===== config.mk =====
export PLATFORM = sky130hd
export DESIGN_NAME = delayed_command_queue_top
export DESIGN_NICKNAME = d
export VERILOG_FILES = /design/src/rtl/dcq_pkg.sv /design/src/rtl/dcq_ctrl.sv /design/src/rtl/dcq_datapath.sv /design/src/rtl/delayed_command_queue_top.sv
export SDC_FILE = /design/constraint.sdc
export NUM_CORES = 2
export LEC_CHECK = 0
export CORE_UTILIZATION = 55
export CTS_CLUSTER_DIAMETER = 60
export DETAILED_ROUTE_END_ITERATION = 6
export DONT_BUFFER_PORTS = 1
export PLACE_DENSITY = 0.7
export SYNTH_ARGS = -nofsm -noshare
export SYNTH_HDL_FRONTEND = slang
export SYNTH_SLANG_ARGS = --single-unit

===== constraint.sdc =====
create_clock -name clk_i -period 13.14 [get_ports clk_i]
set_input_delay 2.628 -clock clk_i [delete_from_list [all_inputs] [get_ports clk_i]]
set_output_delay 2.628 -clock clk_i [all_outputs]
set_load 0.01 [all_outputs]

===== src/rtl/dcq_pkg.sv =====
// Shared types and constants for the delayed command queue.
// No dependencies; imported by every module of the block.
package dcq_pkg;

  localparam int unsigned QUEUE_DEPTH = 32;
  localparam int unsigned IDX_W       = $clog2(QUEUE_DEPTH);
  localparam int unsigned CNT_W       = $clog2(QUEUE_DEPTH + 1);
  localparam int unsigned OCC_W       = 6;
  localparam int unsigned CODE_W      = 8;
  localparam int unsigned WELL_W      = 8;
  localparam int unsigned DELAY_W     = 32;

  // item opcodes
  localparam logic CMD_ADD  = 1'b0;
  localparam logic CMD_TICK = 1'b1;

  // configuration register indexes
  localparam logic REG_ON_CODE  = 1'b0;
  localparam logic REG_OFF_CODE = 1'b1;

  localparam logic [CODE_W-1:0] ON_CODE_RST  = 8'd1;
  localparam logic [CODE_W-1:0] OFF_CODE_RST = 8'd2;

  // result kinds
  localparam logic [1:0] KIND_ADD      = 2'd0;
  localparam logic [1:0] KIND_FIRED    = 2'd1;
  localparam logic [1:0] KIND_TICK_END = 2'd2;

  typedef struct packed {
    logic               cmd;
    logic [CODE_W-1:0]  command_code;
    logic [WELL_W-1:0]  well_number;
    logic [DELAY_W-1:0] delay_seconds;
  } in_item_t;

  typedef struct packed {
    logic [1:0]        result_kind;
    logic              accepted;
    logic [WELL_W-1:0] fired_well;
    logic [OCC_W-1:0]  occupancy;
    logic              last;
  } out_item_t;

  typedef struct packed {
    logic [DELAY_W-1:0] delay;
    logic               is_on;
    logic [WELL_W-1:0]  well;
  } entry_t;

  typedef enum logic [1:0] {
    ST_IDLE,
    ST_WALK,
    ST_POP
  } state_e;

  // controller -> datapath
  typedef struct packed {
    logic add_en;
    logic tick_init;
    logic walk_en;
    logic walk_commit;
    logic pop_en;
    logic emit_end;
  } dp_cmd_t;

  // datapath -> controller
  typedef struct packed {
    logic walk_done;
    logic pop_done;
  } dp_stat_t;

endpackage


===== src/rtl/dcq_ctrl.sv =====
// Sequencer for the delayed command queue: idle / walk / pop.
// Depends on dcq_pkg.
module dcq_ctrl
  import dcq_pkg::*;
(
  input  logic     clk_i,
  input  logic     rst_ni,
  input  logic     start,
  input  logic     item_cmd_i,
  input  dp_stat_t stat_i,
  output dp_cmd_t  cmd_o,
  output logic     busy
);

  state_e state_q, state_d;

  always_ff @(posedge clk_i or negedge rst_ni) begin
    if (!rst_ni) begin
      state_q <= ST_IDLE;
    end else begin
      state_q <= state_d;
    end
  end

  always_comb begin
    state_d = state_q;
    cmd_o   = '0;
    busy    = 1'b1;
    case (state_q)
      ST_IDLE: begin
        busy = 1'b0;
        if (start) begin
          if (item_cmd_i == CMD_ADD) begin
            cmd_o.add_en = 1'b1;
          end else begin
            cmd_o.tick_init = 1'b1;
            state_d         = ST_WALK;
          end
        end
      end
      ST_WALK: begin
        cmd_o.walk_en = 1'b1;
        if (stat_i.walk_done) begin
          cmd_o.walk_commit = 1'b1;
          state_d           = ST_POP;
        end
      end
      ST_POP: begin
        cmd_o.pop_en = 1'b1;
        if (stat_i.pop_done) begin
          cmd_o.emit_end = 1'b1;
          state_d        = ST_IDLE;
        end
      end
      default: begin
        state_d = ST_IDLE;
      end
    endcase
  end

endmodule


===== src/rtl/dcq_datapath.sv =====
// Entry list, fired-well stack, config registers and result register.
// Depends on dcq_pkg; sequenced by dcq_ctrl.
module dcq_datapath
  import dcq_pkg::*;
(
  input  logic              clk_i,
  input  logic              rst_ni,
  input  logic              cfg_we_i,
  input  logic              cfg_idx_i,
  input  logic [CODE_W-1:0] cfg_data_i,
  input  in_item_t          item_i,
  input  dp_cmd_t           cmd_i,
  output dp_stat_t          stat_o,
  output logic              result_valid_o,
  output out_item_t         result_o
);

  entry_t            entry_mem [QUEUE_DEPTH];
  logic [WELL_W-1:0] stack_mem [QUEUE_DEPTH];

  logic [CODE_W-1:0] on_code_q, off_code_q;
  logic [CNT_W-1:0]  count_q, count_d;
  logic [CNT_W-1:0]  rd_idx_q, rd_idx_d;
  logic [CNT_W-1:0]  wr_idx_q, wr_idx_d;
  logic [CNT_W-1:0]  sp_q, sp_d;
  logic              pend_q, pend_d;
  logic              popv_q, popv_d;
  logic              res_valid_q, res_valid_d;
  out_item_t         res_q, res_d;
  entry_t            ent_rdata_q;
  logic [WELL_W-1:0] stk_rdata_q;

  logic              code_on, code_known, add_ok;
  logic              rd_go, proc, fire, push, keep, pop_rd;
  logic              ent_we;
  logic [IDX_W-1:0]  ent_waddr;
  entry_t            ent_wdata;
  logic [CNT_W-1:0]  sp_dec, count_inc;

  // equal codes count as turn-on
  assign code_on    = item_i.command_code == on_code_q;
  assign code_known = code_on || (item_i.command_code == off_code_q);
  assign add_ok     = code_known && (count_q < CNT_W'(QUEUE_DEPTH));
  assign count_inc  = count_q + CNT_W'(1);

  assign rd_go  = cmd_i.walk_en && (rd_idx_q != count_q);
  assign proc   = cmd_i.walk_en && pend_q;
  assign fire   = (ent_rdata_q.delay == '0) && ent_rdata_q.is_on;
  assign push   = proc && fire;
  assign keep   = proc && !fire;
  assign pop_rd = cmd_i.pop_en && (sp_q != '0);
  assign sp_dec = sp_q - CNT_W'(1);

  assign stat_o.walk_done = (rd_idx_q == count_q) && !pend_q;
  assign stat_o.pop_done  = (sp_q == '0) && !popv_q;

  // entry write port: append on add, compacting write-back during the walk
  always_comb begin
    ent_we    = 1'b0;
    ent_waddr = wr_idx_q[IDX_W-1:0];
    ent_wdata = ent_rdata_q;
    if (cmd_i.add_en && add_ok) begin
      ent_we          = 1'b1;
      ent_waddr       = count_q[IDX_W-1:0];
      ent_wdata.delay = item_i.delay_seconds;
      ent_wdata.is_on = code_on;
      ent_wdata.well  = item_i.well_number;
    end else if (keep) begin
      ent_we = 1'b1;
      if (ent_rdata_q.delay != '0) begin
        ent_wdata.delay = ent_rdata_q.delay - DELAY_W'(1);
      end
    end
  end

  always_ff @(posedge clk_i) begin
    if (rd_go) begin
      ent_rdata_q <= entry_mem[rd_idx_q[IDX_W-1:0]];
    end
    if (ent_we) begin
      entry_mem[ent_waddr] <= ent_wdata;
    end
  end

  // fired wells pushed in ascending index order, popped highest first
  always_ff @(posedge clk_i) begin
    if (pop_rd) begin
      stk_rdata_q <= stack_mem[sp_dec[IDX_W-1:0]];
    end
    if (push) begin
      stack_mem[sp_q[IDX_W-1:0]] <= ent_rdata_q.well;
    end
  end

  always_comb begin
    count_d     = count_q;
    rd_idx_d    = rd_idx_q;
    wr_idx_d    = wr_idx_q;
    sp_d        = sp_q;
    pend_d      = pend_q;
    popv_d      = popv_q;
    res_valid_d = 1'b0;
    res_d       = '0;

    if (cmd_i.add_en) begin
      res_valid_d       = 1'b1;
      res_d.result_kind = KIND_ADD;
      res_d.accepted    = add_ok;
      res_d.last        = 1'b1;
      if (add_ok) begin
        count_d = count_inc;
      end
      res_d.occupancy = OCC_W'(count_d);
    end

    if (cmd_i.tick_init) begin
      rd_idx_d = '0;
      wr_idx_d = '0;
      sp_d     = '0;
      pend_d   = 1'b0;
      popv_d   = 1'b0;
    end

    if (cmd_i.walk_en) begin
      pend_d = rd_go;
      if (rd_go) begin
        rd_idx_d = rd_idx_q + CNT_W'(1);
      end
      if (keep) begin
        wr_idx_d = wr_idx_q + CNT_W'(1);
      end
      if (push) begin
        sp_d = sp_q + CNT_W'(1);
      end
    end

    if (cmd_i.walk_commit) begin
      count_d = wr_idx_q;
    end

    if (cmd_i.pop_en) begin
      popv_d = pop_rd;
      if (pop_rd) begin
        sp_d = sp_dec;
      end
      if (popv_q) begin
        res_valid_d       = 1'b1;
        res_d.result_kind = KIND_FIRED;
        res_d.fired_well  = stk_rdata_q;
        res_d.occupancy   = OCC_W'(count_q);
      end
    end

    if (cmd_i.emit_end) begin
      res_valid_d       = 1'b1;
      res_d.result_kind = KIND_TICK_END;
      res_d.occupancy   = OCC_W'(count_q);
      res_d.last        = 1'b1;
    end
  end

  always_ff @(posedge clk_i or negedge rst_ni) begin
    if (!rst_ni) begin
      on_code_q   <= ON_CODE_RST;
      off_code_q  <= OFF_CODE_RST;
      count_q     <= '0;
      rd_idx_q    <= '0;
      wr_idx_q    <= '0;
      sp_q        <= '0;
      pend_q      <= 1'b0;
      popv_q      <= 1'b0;
      res_valid_q <= 1'b0;
    end else begin
      if (cfg_we_i) begin
        case (cfg_idx_i)
          REG_ON_CODE:  on_code_q  <= cfg_data_i;
          REG_OFF_CODE: off_code_q <= cfg_data_i;
          default: ;
        endcase
      end
      count_q     <= count_d;
      rd_idx_q    <= rd_idx_d;
      wr_idx_q    <= wr_idx_d;
      sp_q        <= sp_d;
      pend_q      <= pend_d;
      popv_q      <= popv_d;
      res_valid_q <= res_valid_d;
    end
  end

  always_ff @(posedge clk_i) begin
    res_q <= res_d;
  end

  assign result_valid_o = res_valid_q;
  assign result_o       = res_q;

endmodule


===== src/rtl/delayed_command_queue_top.sv =====
// Channel    | Handshake              | Payload
// -----------+------------------------+----------------------------------
// command    | start, busy            | item_i   (in_item_t)
// result     | result_valid_o strobe  | result_o (out_item_t)
// config     | cfg_we_i               | cfg_idx_i, cfg_data_i
//
// Add: busy stays low; the reply shows the cycle after.
// Tick: the walk makes one registered entry RAM read per held entry, then the
// pop phase makes one stack read per result.
// Reset clears the controller and entry count and loads the config registers
// with their reset codes; no RAM clearing pass. Results are one-cycle
// strobes; the receiver cannot stall.
// Top level of the delayed command queue; depends on dcq_pkg, dcq_ctrl and
// dcq_datapath.
module delayed_command_queue_top
  import dcq_pkg::*;
(
  input  logic              clk_i,
  input  logic              rst_ni,
  input  logic              start,
  output logic              busy,
  input  in_item_t          item_i,
  output logic              result_valid_o,
  output out_item_t         result_o,
  input  logic              cfg_we_i,
  input  logic              cfg_idx_i,
  input  logic [CODE_W-1:0] cfg_data_i
);

  dp_cmd_t  dp_cmd;
  dp_stat_t dp_stat;

  dcq_ctrl u_ctrl (
    .clk_i      (clk_i),
    .rst_ni     (rst_ni),
    .start      (start),
    .item_cmd_i (item_i.cmd),
    .stat_i     (dp_stat),
    .cmd_o      (dp_cmd),
    .busy       (busy)
  );

  dcq_datapath u_datapath (
    .clk_i          (clk_i),
    .rst_ni         (rst_ni),
    .cfg_we_i       (cfg_we_i),
    .cfg_idx_i      (cfg_idx_i),
    .cfg_data_i     (cfg_data_i),
    .item_i         (item_i),
    .cmd_i          (dp_cmd),
    .stat_o         (dp_stat),
    .result_valid_o (result_valid_o),
    .result_o       (result_o)
  );

endmodule

* After elaboration in Yosys (flattened, before gate mapping)
Memory sizes are Yosys's and may differ from the RTL's. A register that Yosys moved wholly into a read port is not among the register bits.
Index checks and enable logic that the tools add are counted.
** Operators by class
- Multiplexer cells :: 52
- Bitwise operators :: 1
- $add $sub $neg :: 6
- Magnitude comparators :: 1
- Reductions and logical operators :: 26
- Equal/unequal tests :: 10
** Operators with widths (count)
- $mux 32 :: 3
- $mux 6 :: 16
- $logic_not 32->1 :: 1
- $reduce_bool 32->1 :: 1
- $sub 32x1->32 const B :: 1
- $add 6x1->6 const B :: 4
- $mux 1 :: 19
- $mux 2 :: 9
- $eq 8x8->1 :: 2
- $mux 7 :: 2
- $logic_and 1x1->1 :: 10
- $mux 9 :: 1
- $ne 2x2->1 const B :: 4
- $eq 6x6->1 :: 1
- $logic_not 6->1 :: 1
- $lt 6x6->1 const B :: 1
- $ne 6x6->1 :: 1
- $pmux 2 s3 :: 1
- $reduce_and 2->1 :: 3
- $reduce_bool 2->1 :: 3
- $reduce_bool 6->1 :: 1
- $sub 6x1->6 const B :: 1
- $mux 5 :: 1
- $reduce_and 4->1 :: 1
- 6 further kinds :: 8
** Word-level totals
- Memories kept :: 2
- Input bits :: 62
- Bits in registers :: 63
- RAM bits :: 1568
- Output and inout bits :: 20
- Word-level logic and storage cells :: 113
** Memory list
- u_datapath.entry_mem :: depth 32, bits a word 41, rd ports 1, clocked after memory_dff 1, wr ports 1, RTL line dcq_datapath.sv:18 : entry_t entry_mem [QUEUE_DEPTH];
- u_datapath.stack_mem :: depth 32, bits a word 8, rd ports 1, clocked after memory_dff 1, wr ports 1, RTL line dcq_datapath.sv:19 : logic [WELL_W-1:0] stack_mem [QUEUE_DEPTH];

* Longest topological paths before layout
- Word-level depth :: 10
- Gate-level depth with buffers :: 12
- Depth with buffers taken out :: 9

* By module
Synthesis repeated with hierarchy kept, for this count alone.
** Unflattened totals
- Cells, all modules :: 2909
- Area total of the unflattened synthesis :: 65860.7 µm²
** Modules (own cells, without submodules)
- dcq_datapath :: sequential area each 49995.4 µm², area each 65728.0 µm², cells an instance 2895, instances 1
- dcq_ctrl :: sequential area each 50.0 µm², area each 132.6 µm², cells an instance 14, instances 1

* Worst setup path before layout
Ideal clock, no wire load.
- Path kind :: input port to flip-flop
- From :: input item_i[47] (netlist name)
- To :: memory u_datapath.entry_mem[17][0] (netlist name), enable pin
- Setup slack :: 5691 ps
- Buffers on the path :: 1
- Data arrival time :: 6959 ps
- Stages on the path :: 7
- Data required time :: 12650 ps
- Library setup time :: 490 ps
- Cell sequence :: xnor2_1 nand4_1 o22ai_2 nand3_1 mux2_2 clkbuf_1 nor3_1
** On the way
- Cells in the longest elaborated chain, start to end :: 7
- Elaborated cells on any way between the ends :: 9
- Classes of those cells :: eq/ne: 2; mux: 4; reduce/logical: 3
** Ends and longest elaborated chain
- start, declared :: RTL line delayed_command_queue_top.sv:22 : input in_item_t item_i,
- $eq 8x8->1 (on tied branches) :: RTL line dcq_datapath.sv:41, dcq_datapath.sv:42
- $logic_or 1x1->1 * :: RTL line dcq_datapath.sv:42 : assign code_known = code_on || (item_i.command_code == off_code_q);
- $logic_and 1x1->1 * :: RTL line dcq_datapath.sv:43 : assign add_ok = code_known && (count_q < CNT_W'(QUEUE_DEPTH));
- $logic_and 1x1->1 * :: RTL line dcq_datapath.sv:62 : if (cmd_i.add_en && add_ok) begin
- $mux 1 :: RTL line dcq_datapath.sv:62
- $mux 1 :: RTL line dcq_datapath.sv:80 : if (ent_we) begin
- $mux 1 (not written as such) :: RTL line dcq_datapath.sv:81 : entry_mem[ent_waddr] <= ent_wdata;
- end, declared :: RTL line dcq_datapath.sv:18
Mark *: on every way between the ends. The rest lies on a longest branch, timed or not.

* Worst setup path after layout
- From :: input item_i[47] (netlist name)
- To :: memory u_datapath.entry_mem[13][17] (netlist name), enable pin
The elaborated chain is that of the path after synthesis.

==> flow_summary.json <==
{
  "die-area_um2": 120300,
  "syn_avg_cell_area_um2": 22.67,
  "drt-pass1-iter-count": 6,
  "synth_top_area_share_pct": 74.26,
  "cts.sinks": 1680,
  "cp_max_fo": 64,
  "ys_types": 64,
  "setup_violations": 0,
  "postRouteAntennaNets": 0,
  "ys_seq_area_share_pct": 76.54,
  "post-cts-setup-buffer-count": 0,
  "power.density_nw_per_um2": 141.6,
  "first_iter_violations": 3733,
  "hold_class": "reg2reg",
  "antenna_found_initial": 19,
  "holdPathStages": 1,
  "status": "finished, final reports clean",
  "slew_violations": 0,
  "io_buffers": 0,
  "avgViaCountPerCell": 6.500,
  "syn_nets": 2955,
  "finalClockSkew_ps": 66.44,
  "area_delta_synth_final_pct": 11.59,
  "place_hpwl_um": 80800,
  "core_area_um2": 117900,
  "cts-root-buf": "clkbuf_16",
  "clkTransAtPathRegs_ps": 60,
  "rsz0062_at_grt": "no",
  "crit_top_cell": "buf_4",
  "syn_inst": 2884,
  "cts_buffers": 168,
  "yosys_warnings": 0,
  "max-slew-margin-rel_pct": 15.96,
  "synth_seq_cells": 1680,
  "crit_family": "buffers and inverters",
  "max-cap-violations": 0,
  "cpMaxStageDelayCell": "nor3_2",
  "ios": 82,
  "yosysTopAreaCell": "edfxtp_1",
  "clk_path_buf_depth": 3,
  "worst-path-stages": 9,
  "row_count": 126,
  "path_buf_inv": 3,
  "place_inst": 4378,
  "synthArstFlopShare_pct": 2.679,
  "die_h_um": 346.8,
  "slowest_delay_ps": 970,
  "postCtsHoldBufs": 0,
  "grt_use_total_pct": 24.64,
  "synthesis.area_um2": 65390,
  "synth_edf_count": 1617,
  "p_leak_nw": 17.79,
  "cp.required_ps": 13550,
  "drc": 0,
  "nets": 3083,
  "worst_slack_ps": 7168,
  "tightest_slew_ps": 1261,
  "drive_above_1_share_pct": 30.29,
  "critical_path_class": "in2reg",
  "via_count": 30440,
  "synthTopCellsByArea": "edfxtp_1 (74%), mux4_2 (17%), dfrtp_1 (1.6%)",
  "crit_path_cell_trace": "xnor2_1, nand4_1, o22ai_2, nand3_2, inv_2, buf_4, mux2i_1, nor3_2, buf_4",
  "grt_pass1_vias": 31060,
  "ir_worst_vdd_mv": 0.1294,
  "hold_viol_final": 0,
  "cts_tree": "done",
  "layout_min_cycle_time_ps": 5972,
  "fmax_mhz": 167.4,
  "final_cells": 4683,
  "fillers": 7824,
  "place_congestion": 0.8348,
  "wl_per_cell_um": 31.01,
  "start_kind": "input port",
  "synth_top_flop_cell": "edfxtp_1",
  "initial_core_util_pct": 55.45,
  "reg2reg_depth": 5,
  "chipWidth_um": 346.8,
  "h-tree-depth": 4,
  "dp_slack_ps": 6351,
  "hold_slack_ps": 456.4,
  "finalCritPeriodShare_pct": 45.45,
  "grt_max_degree": 72,
  "overflow": 0,
  "cp-end-kind": "register",
  "cp.arrival_ps": 6380,
  "post_cts_resized": 0,
  "insertion_delay_ps": 790,
  "finalWirelength_um": 145200,
  "grt_pass1_wl_um": 212500,
  "setup-tns-final_ps": 0
}
[cell families (layout without fill, tap and decap cells)]
family | after synthesis | after routing | share of synthesized area [%]
DFF | 1680 | 1680 | 76.54
other | 0 | 4 | 0
muxes | 566 | 566 | 18.17
and+or+nand+nor | 323 | 323 | 2.459
AOI/OAI and AO/OA | 91 | 91 | 0.9434
xor gates and xnor gates | 53 | 53 | 0.7099
adders and majority gates | 9 | 9 | 0.1722
buffers and inverters | 162 | 421 | 1.012
[sequential cells by signal, summed over array words and instances (netlist names)]
| name | cells |
|---|---|
| u_datapath.count_q | 6 |
| u_datapath.popv_q | 1 |
| u_datapath.wr_idx_q | 6 |
| u_datapath.sp_q | 6 |
| u_datapath.stack_mem | 256 |
| u_datapath.on_code_q | 8 |
| u_datapath.pend_q | 1 |
| u_datapath.rd_idx_q | 6 |
| u_ctrl.state_q | 2 |
| u_datapath.stk_rdata_q | 8 |
| u_datapath.ent_rdata_q | 41 |
| u_datapath.result_o | 18 |
| u_datapath.result_valid_o | 1 |
| u_datapath.off_code_q | 8 |
| u_datapath.entry_mem | 1312 |
[layer usage]
metal,wire [µm],share of wire (%),GRT usage [%],up-vias
li1,-,-,-,12440
met1,57140,39,34.91,16270
met2,69210,48,37.99,1471
met3,15390,11,6.890,228
met4,3301,2.3,6.962,30
met5,177,0.12,0,-
[cells in the mapped netlist (4+ instances only)]
cell / n
edfxtp_1: 1617
mux4_2: 490
clkbuf_1: 97
nand2_1: 93
mux2_2: 66
nor2_1: 65
nor3_1: 47
dfrtp_1: 43
o21ai_0: 42
xnor2_1: 35
buf_2: 34
nand3_1: 26
dfxtp_1: 18
xor2_1: 18
a21oi_1: 15
buf_1: 15
inv_1: 13
or3_1: 12
nand4_1: 11
and2_1: 10
nand3b_1: 10
ha_1: 9
mux2i_1: 9
nor4_1: 8
nor2b_1: 6
or2_2: 6
a31oi_1: 5
and3_1: 5
nand2b_1: 5
or4_1: 5
a21o_1: 4
[power breakdown]
group / internal, mW / total (mW) / switching, mW
Clock: 2.53 / 4.52 / 1.99
Combinational: 0.0131 / 0.0196 / 0.00658
Sequential: 5.79 / 5.79 / 0.00536
Total: 8.33 / 10.3 / 2.00
[cells in the final DEF, fill, tap and decap left out, types with 32 or more instances in the layout]
| master | synthesis | final |
|---|---|---|
| edfxtp_1 | 1617 | 1617 |
| mux4_2 | 490 | 490 |
| clkbuf_16 | 0 | 169 |
| buf_4 | 1 | 106 |
| nand2_1 | 93 | 93 |
| mux2_2 | 66 | 66 |
| nor2_1 | 65 | 65 |
| clkinv_1 | 0 | 41 |
| clkbuf_1 | 97 | 39 |
| dfrtp_1 | 43 | 37 |
| xnor2_1 | 35 | 34 |
| nor3_2 | 0 | 32 |
[layout make-up]
| type | instances | area (µm²) | area share, % |
|---|---|---|---|
| Multi-Input combinational cell | 1042 | 14900 | 20.41 |
| Timing Repair Buffer | 106 | 795.8 | 1.091 |
| Tap cell | 1536 | 1922 | 2.634 |
| Sequential cell | 1680 | 50070 | 68.62 |
| Antenna cell | 4 | 10.01 | 0.01372 |
| Clock buffer | 209 | 4389 | 6.016 |
| Inverter | 14 | 52.55 | 0.07202 |
| Clock inverter | 92 | 832.0 | 1.140 |
[worst register-to-register path, delay by kind of cell (launching register included)]
kind | cells | cell delay, ps
buf+inv | 2 | 1830
mux | 3 | 1450
flops | 1 | 1060
[worst paths after layout]
kind | start | to | slack [ps]
setup / recovery | item_i[47] | u_datapath.entry_mem[13][17]$_DFFE_PP_ | 7170
hold / removal | u_datapath.stk_rdata_q[5]$_DFFE_PP_ | u_datapath.result_o[12]$_SDFF_PN0_ | 460
setup reg to reg | u_datapath.rd_idx_q[0]$_DFF_PN0_ | u_datapath.ent_rdata_q[31]$_DFFE_PP_ | 8570
hold reg to reg | u_datapath.stk_rdata_q[5]$_DFFE_PP_ | u_datapath.result_o[12]$_SDFF_PN0_ | 460
max in group asynchronous | rst_ni | u_datapath.off_code_q[1]$_DFFE_PN1P_ | 11380
min in group asynchronous | rst_ni | u_datapath.sp_q[2]$_DFF_PN0_ | 1560
[through the flow]
stage	util, %	power [mW]	instance area [µm²]
floorplan	-	5.921	65390
global placement	57.43	5.925	67730
detailed placement	57.43	5.925	67730
CTS	61.86	10.40	72950
global route	61.87	10.60	72960
finish	61.88	10.33	72970
Note: power is estimated with default switching activity, not from simulation.
